**src/hdl/bpa_ram.sv**
```systemverilog
// Generic single-write, single-read RAM with a registered read port.
// Depends on nothing; holds the free-size tree of the allocator.
`timescale 1ns / 1ps
`default_nettype none

module bpa_ram #(
   parameter int DATA_W = 8,
   parameter int DEPTH  = 256
) (
   input  wire logic                     clock,
   input  wire logic                     wr_en,
   input  wire logic [$clog2(DEPTH)-1:0] wr_addr,
   input  wire logic [DATA_W-1:0]        wr_data,
   input  wire logic [$clog2(DEPTH)-1:0] rd_addr,
   output logic      [DATA_W-1:0]        rd_data
);

   logic [DATA_W-1:0] mem [DEPTH];

   always_ff @(posedge clock) begin
      if (wr_en) begin
         mem[wr_addr] <= wr_data;
      end
      rd_data <= mem[rd_addr];
   end

endmodule

`default_nettype wire

```
**config.mk**
```make
export PLATFORM = sky130hd
export DESIGN_NAME = bpa_ram
export DESIGN_NICKNAME = d
export VERILOG_FILES = /design/src/hdl/bpa_ram.sv
export SDC_FILE = /design/constraint.sdc
export NUM_CORES = 2
export LEC_CHECK = 0
export BUFFER_PORTS_ARGS = -buffer_cell sky130_fd_sc_hd__clkbuf_2
export CAP_MARGIN = 20
export CELL_PAD_IN_SITES_DETAIL_PLACEMENT = 1
export CELL_PAD_IN_SITES_GLOBAL_PLACEMENT = 2
export CORE_MARGIN = 3
export CORE_UTILIZATION = 55
export CTS_BUF_LIST = sky130_fd_sc_hd__clkbuf_8 sky130_fd_sc_hd__clkbuf_16
export DETAILED_ROUTE_END_ITERATION = 8
export PLACE_DENSITY_LB_ADDON = 0.1
export SETUP_SLACK_MARGIN = 0.02
export SLEW_MARGIN = 20
export SYNTH_ARGS = -nofsm -noshare
export SYNTH_HDL_FRONTEND = slang
export SYNTH_SLANG_ARGS = --single-unit
```
**constraint.sdc**
```tcl
create_clock -name clock -period 6.6 [get_ports clock]
set_input_delay 0.66 -clock clock [delete_from_list [all_inputs] [get_ports clock]]
set_output_delay 0.66 -clock clock [all_outputs]
set_load 0.005 [all_outputs]
```
==> flow_summary.toml <==
[placed_design]
portBuffers = 33
place_inst = 5505
hpwl_mm = 133
place_area_mm2 = 0.0816
dp_slack_ps = 1980
place.gp.congestion = 0.821

[die]
std_cell_rows = 138
die_height_um = 386
io_pins = 34
dieArea_mm2 = 0.149
fp.dieW_um = 386
start_util = 0.558
core_area_mm2 = 0.143

[layout]
fillers = 11649
finalInstanceArea_mm2 = 0.0881
area_delta_synth_final_pct = 10.8
fin_nets = 3849
drive_gt1_frac = 0.222
multiInputGateArea_mm2 = 0.0166
stdcell_count = 5883
fin_util = 0.618
regArea_mm2 = 0.0617

[critical_path]
crit_fanout = 73
cp-end-kind = "flip-flop"
crit_end = "rd_data[5]"
worst-r2r-cell-count = 6
r2r_slack_ps = 3690
worstSetupStartpoint = "rd_addr[0]"
r2r-end = "rd_data[3]"
critPathRequiredTime_ps = 7250
start_kind = "input pin"
reg2reg_from = "mem[82][3]"
critPathArrivalTime_ps = 4450
worst-setup-path-type = "input pin to flip-flop"

[clock_tree]
cts_sinks = 2056
cts_tree = "done"
insertion_delay_ps = 820
cts_root_buf = "clkbuf_16"
htree_levels = 4
clkTransAtPathRegs_ps = 60
clockBufferDepth = 3
cts_setup_buffers = 0
numCtsBuffers = 204
hold_buffers = 0
cts-resized-gates = 0

[timing]
skew_ps = 35.1
relSlewSlack = 0.186
fmax_ghz = 0.263
hold_slack_ps = 286
rsz0062_at_grt = "false"
fin_crit_sh = 0.576
finalHoldViolCount = 0
setup_ws_ps = 2800
setup_viol = 0
worst_pin_slew_ps = 1210
setup_tns_ps = 0
period_minus_slack_ps = 3800
drv_slew = 0

[routing]
via_per_inst = 6.71
drtPass1Iterations = 5
drtAntennaViolNets = 0
routed-via-count = 39493
routedWlPerCell_um = 36.7
wl_mm = 216
drc = 0
drt_first_iter_violations = 4950

[logic_synthesis]
syn_nets = 3759
syn_avg_cell_area_um2 = 21.3
synthArstFlopShare = 0
synth_seq_area_share = 0.775
synth_warnings = 0
synth_cell_types = 55
ys_seq_elements = 2056
synth_cells = 3733
netlist_area_mm2 = 0.0796
ys.flop_type = "edfxtp_1"
synth_edf_count = 2048

[grt]
grt_max_degree = 190
grt_antenna_before_repair = 10
grt_pass1_vias = 41238
overflow = 0
groute.usage.overall = 0.295
grt_pass1_wl_mm = 310

[run_status]
status = "complete, no violations"

[hold_path]
hold_path_depth = 1
hp-class = "input pin to flip-flop"

[flow_run]
drv_cap = 0

[power_and_ir_drop]
cellPowerDensity_mw_per_mm2 = 305
leakagePower_nw = 27.3
finalPower_mw = 26.9
max-vdd-ir-drop_uv = 275
## layer usage
metal,vias up,wire (um),global-route usage
met3,349,17500,0.0582
li1,15878,-,-
met5,-,26,0
met1,21444,85400,0.417
met4,4,6610,0.0863
met2,1818,106000,0.474
## sequential cells by signal (all words and copies together) (netlist names)
| register | cells |
|---|---|
| rd_data | 8 |
| mem | 2048 |
## cell usage in the layout (no fill, tap or decap), drive strengths merged, types with 10 or more instances in the layout
cell | Yosys | layout
a221oi | 14 | 14
clkbuf | 111 | 242
clkinv | 1 | 92
o21ai | 12 | 12
nand2 | 33 | 33
inv | 1 | 48
nor4 | 27 | 27
nand3 | 34 | 34
mux4 | 456 | 456
nor3 | 22 | 22
bufinv | 0 | 14
a21oi | 96 | 96
a22oi | 133 | 133
nor2 | 282 | 282
buf | 122 | 89
o211ai | 10 | 10
o22ai | 28 | 28
o221ai | 47 | 47
edfxtp | 2048 | 2048
nor2b | 31 | 31
nand4 | 10 | 10
mux2i | 134 | 134
a211oi | 16 | 16
## critical path, stage by stage
cell	delay, ps
buf_8	670
buf_4	530
mux4_2	570
a22oi_1	290
a31oi_1	390
nor4_1	1050
nor4_1	110
## Yosys cell counts, types with 24 or more instances
| library cell | number | share of area |
|---|---|---|
| o221ai_1 | 46 | 0.0051 |
| nor4_1 | 24 | 0.0019 |
| nor2b_1 | 31 | 0.0024 |
| mux4_2 | 454 | 0.13 |
| o22ai_1 | 28 | 0.0022 |
| nand2_1 | 33 | 0.0016 |
| mux2i_1 | 134 | 0.017 |
| clkbuf_1 | 111 | 0.0052 |
| nand3_1 | 34 | 0.0021 |
| buf_4 | 27 | 0.0025 |
| edfxtp_1 | 2048 | 0.77 |
| a22oi_1 | 133 | 0.013 |
| nor2_1 | 282 | 0.013 |
| a21oi_1 | 96 | 0.0060 |
| buf_2 | 31 | 0.0020 |
## cells by family after synthesis
logic type | synth area share
simple gates | 0.0263
flops | 0.775
buf+inv | 0.0183
mux | 0.146
compound gates | 0.0342
## area by class of cell
cell class | instances | area share
Sequential cell | 2056 | 0.700
Clock buffer | 214 | 0.0608
Inverter | 2 | 0.0000852
Timing Repair Buffer | 117 | 0.0126
Multi-Input combinational cell | 1442 | 0.188
Antenna cell | 5 | 0.000142
Tap cell | 1890 | 0.0268
Clock inverter | 157 | 0.0123
## report_power, final
part | internal (mW) | switching [mW] | total [mW]
Clock | 6.36 | 4.81 | 11.2
Combinational | 0.429 | 0.901 | 1.33
Sequential | 14.4 | 0.0294 | 14.4
## how the worst min path moves through the flow
stage | slack, ps | startpoint | end
finish | 290 | wr_data[6] | mem[233][6]
global route | 250 | wr_data[6] | mem[52][6]
CTS | 350 | wr_data[5] | mem[152][5]
detailed placement | 1040 | mem[225][0] | rd_data[0]
global placement | 1010 | mem[32][5] | rd_data[5]
floorplan | 760 | wr_data[0] | mem[0][0]
Note: power is estimated with default switching activity, not from simulation.
