## src/hdl/bpa_pkg.sv

```systemverilog
// Shared constants, types and a helper function for the buddy page allocator.
// Depends on nothing; the node unit and the top of the allocator import this package.
`timescale 1ns / 1ps
`default_nettype none

package bpa_pkg;

   // Pool size and the tree that follows from it (heap numbering, root at node 1)
   localparam int POOL_PAGES  = 1024;
   localparam int TREE_PAGES  = 1 << $clog2(POOL_PAGES);
   localparam int TREE_LEVELS = $clog2(TREE_PAGES);
   localparam int NODE_AW     = TREE_LEVELS + 1;
   localparam int RAM_DEPTH   = 1 << NODE_AW;
   localparam int SIZE_W      = TREE_LEVELS + 1;

   // Field widths of the request and response
   localparam int COUNT_W = 11;
   localparam int FRAME_W = 10;
   localparam int WANT_W  = COUNT_W + 1;
   localparam int CMP_W   = (WANT_W > SIZE_W) ? WANT_W : SIZE_W;
   localparam int SUM_W   = SIZE_W + 1;
   localparam int REQ_W   = 24;
   localparam int RSP_W   = 16;

   localparam logic OP_ALLOC = 1'b0;
   localparam logic OP_FREE  = 1'b1;

   localparam logic [NODE_AW-1:0] ROOT_NODE = NODE_AW'(1);
   localparam logic [NODE_AW-1:0] LAST_NODE = NODE_AW'(2 * TREE_PAGES - 1);

   typedef struct packed {
      logic [SIZE_W-1:0] cur;
      logic [SIZE_W-1:0] sib;
      logic [WANT_W-1:0] want;
      logic [SIZE_W-1:0] psize;
   } unit_in_type;

   typedef struct packed {
      logic              fit;
      logic [SIZE_W-1:0] merged;
   } unit_out_type;

   // Round a page count up to a power of two, zero counting as one.
   // The bit smear covers up to sixteen bits, enough for the count field.
   function automatic logic [WANT_W-1:0] round_up_pow2(input logic [COUNT_W-1:0] count);
      logic [COUNT_W-1:0] v;
      v = count - COUNT_W'(1);
      v = v | (v >> 1);
      v = v | (v >> 2);
      v = v | (v >> 4);
      v = v | (v >> 8);
      if (count == '0) begin
         return WANT_W'(1);
      end
      return {1'b0, v} + WANT_W'(1);
   endfunction

endpackage

`default_nettype wire

```

## src/hdl/bpa_node_unit.sv

```systemverilog
// Shared node arithmetic: the fit compare for the descent and the
// buddy merge (sum against parent size, else maximum) for the climb.
// Depends on bpa_pkg.
`timescale 1ns / 1ps
`default_nettype none

module bpa_node_unit
   import bpa_pkg::*;
(
   input  wire unit_in_type  unit_in,
   output unit_out_type      unit_out
);

   logic [SUM_W-1:0]  pair_sum;
   logic [SIZE_W-1:0] larger;

   assign pair_sum = SUM_W'(unit_in.cur) + SUM_W'(unit_in.sib);
   assign larger   = (unit_in.cur > unit_in.sib) ? unit_in.cur : unit_in.sib;

   // Two wholly free buddies merge back into one block of the parent's size.
   assign unit_out.merged = (pair_sum == SUM_W'(unit_in.psize)) ? unit_in.psize : larger;
   assign unit_out.fit    = CMP_W'(unit_in.cur) >= CMP_W'(unit_in.want);

endmodule

`default_nettype wire

```

## config.mk

```make
export PLATFORM = sky130hd
export DESIGN_NAME = bpa_node_unit
export DESIGN_NICKNAME = d
export VERILOG_FILES = /design/src/hdl/bpa_pkg.sv /design/src/hdl/bpa_node_unit.sv
export SDC_FILE = /design/constraint.sdc
export NUM_CORES = 1
export LEC_CHECK = 0
export BUFFER_PORTS_ARGS = -buffer_cell sky130_fd_sc_hd__clkbuf_2
export CORE_MARGIN = 2
export CORE_UTILIZATION = 47
export DETAILED_ROUTE_END_ITERATION = 8
export PLACE_DENSITY = 0.77
export SLEW_MARGIN = 25
export SYNTH_ARGS = -nofsm -noshare
export SYNTH_HDL_FRONTEND = slang
export SYNTH_SLANG_ARGS = --single-unit
export TNS_END_PERCENT = 5
```

## constraint.sdc

```tcl
create_clock -name vclk -period 3.6
set_clock_uncertainty 0.05 [all_clocks]
set_input_delay 0.36 -clock vclk [all_inputs]
set_output_delay 0.36 -clock vclk [all_outputs]
set_load 0.01 [all_outputs]
```

==> reports/metrics.cfg <==
[run_status]
status=complete, no violations

[worst_setup_path]
cp_slowest_cell=or4_1
crit_path_frequent_cell=clkbuf_2
critPathMaxStageDelay_ns=0.43
path_delay_family=simple AND/OR/NAND/NOR gates
cp_max_fo=4
endpoint_kind=output port
critPathKind=in -> out
worstPathCellList=clkbuf_2 > ha_1 > fa_1 > nand2b_1 > a211oi_1 > or4_1 > a31oi_2 > xnor2_1 > nor4b_4 > buf_4 > mux2_4 > clkbuf_2
crit_buf_inv=3
worst_ep_required_time_ns=3.19
arrival_ns=3.09
start_kind=primary input

[route]
remaining_drc_errors=0
drtAntennaViolNets=0
routed_wl_mm=3.66
wl_per_cell_um=12.4
vias=1563
drt_iter0_markers=38
drtPass1Iterations=4
vias_per_cell=5.30

[synth]
synthTopCellsByArea=ha_1 (27%), mux2_4 (9.8%), mux2_2 (8.9%)
yosys.area.top_type=ha_1
synthTopCellsByCount=ha_1 (33), inv_1 (26), mux2_2 (12)
synth.most_common_cell=ha_1
syn_area_mm2=0.00153
synth.distinct_cells=43
ys_warn_count=0
synth_top_area_share_pct=27.1
synth_seq_area_share_pct=0
synth_nets=270
synth.avg_cell_area_um2=7.99
syn_inst=191

[layout]
final.clkbuf_count=0
fin_area_mm2=0.00192
syn_to_final_growth_pct=25.9
seq_cell_count=0
final_net_count=332
diodes=0
register_area_um2=0
layout-drive-gt1-share_pct=37.5

[floorplan]
rows=20
io_pins=57
die_height_um=61.0
dieArea_mm2=0.00372
die_x_um=61.0
start_util_pct=49.6
core-area_mm2=0.00308

[pwr]
swShare_pct=50.1
power.static_leakage_nw=1.02
power_frac_clock_pct=0
seqPwrFrac_pct=0
ir_drop_v=0.0000699
power_frac_comb_pct=100.0
p_int_w=0.000144
p_sw_w=0.000145
power_density_mw_per_mm2=150

[placement]
dp_hpwl_mm=3.23
routabilityCongestion=0.907
io_buffers=57
dpl-instance-area_mm2=0.00189

[sta]
timing.hold.ws_ns=0.897
max_freq_mhz=285
max_slew_margin_pct=75.4
hold_violations=0
maxSlewViolCount=0
fin_crit_sh_pct=97.3
period_minus_slack_ns=3.50
tightest_slew_ns=0.366
final-setup-viol-count=0

[global_routing]
antenna_found_initial=0
busiest_layer=met2
grt_pass1_wl_mm=5.91
grt.total_usage_pct=20.2
grt_pass1_vias=1391
grt_use_met2_pct=34.6
gr-usage-met1_pct=29.5
overflow=0
grt_max_degree=11
use_met3_pct=1.07

[clocking]
postCtsSetupRepairBufs=0
hold_buffers=0

[min_path]
min_path_type=in -> out

[flow_run]
drv_cap=0

-- routing by layer --
layer | vias up | wire, um
met2 | 40 | 1750
met3 | 0 | 163
li1 | 812 | -
met1 | 711 | 1750
met4 | 0 | 0
met5 | - | 0
-- cells by family after synthesis --
family	synth area share, %
multiplexers	18.7
buffers and inverters	8.45
AO/OA/AOI/OAI	19.5
adder cells (fa/ha/maj)	28.4
AND/OR/NAND/NOR	17.5
XOR/XNOR	7.47
-- power by group through the flow --
| stage | sequential [W] | clock [W] | combinational, W |
|---|---|---|---|
| 6_report | 0 | 0 | 0.000289 |
| 2_1_floorplan | 0 | 0 | 0.000191 |
| 5_1_grt | 0 | 0 | 0.000321 |
| 3_3_place_gp | 0 | 0 | 0.000277 |
| 4_1_cts | 0 | 0 | 0.000282 |
| 3_5_place_dp | 0 | 0 | 0.000281 |
-- cell usage in the layout, fill, tap and decap left out, drive strengths merged, types with 2 or more instances in the layout --
master	synthesis	routed
o21bai	2	2
or4	3	3
nor3	5	5
o21ai	8	8
a21oi	11	11
a211oi	4	4
xnor2	9	9
xor2	4	4
clkbuf	1	57
or2	2	2
mux2	22	22
nand2b	6	6
nand2	8	8
nand4	3	3
nor2	8	8
nor2b	5	5
o31ai	2	2
a21o	4	4
ha	33	33
buf	3	7
o221ai	3	3
inv	27	27
and2b	2	2
o22ai	2	2
-- metrics by stage --
stage	TNS [ns]	worst slack (ns)	util [%]	std cells	power, W
2_1_floorplan	0	0.519	-	191	0.000191
3_3_place_gp	0	0.163	61.4	295	0.000277
3_5_place_dp	0	0.0988	61.4	295	0.000281
4_1_cts	0	0.0917	61.4	295	0.000282
5_1_grt	-0.0346	-0.0135	62.4	295	0.000321
6_report	0	0.0967	62.4	295	0.000289
-- worst paths after layout --
path	start	to	slack [ns]	cells past startpoint
worst min-delay path	unit_in[22]	unit_out[11]	0.90	3
worst max-delay path	unit_in[23]	unit_out[5]	0.1	12
-- area by class of cell --
type	count	area, um2
Multi-Input combinational cell	160	1420
Fill cell	300	1160
Timing Repair Buffer	64	342
Inverter	27	101
Tap cell	44	55.1
-- repair_timing --
action	CTS	global route
setup endpoints to repair	0	10
endpoints found under the hold margin	0	0
gates resized for setup	0	7
Power figures use the tool's default switching activity.
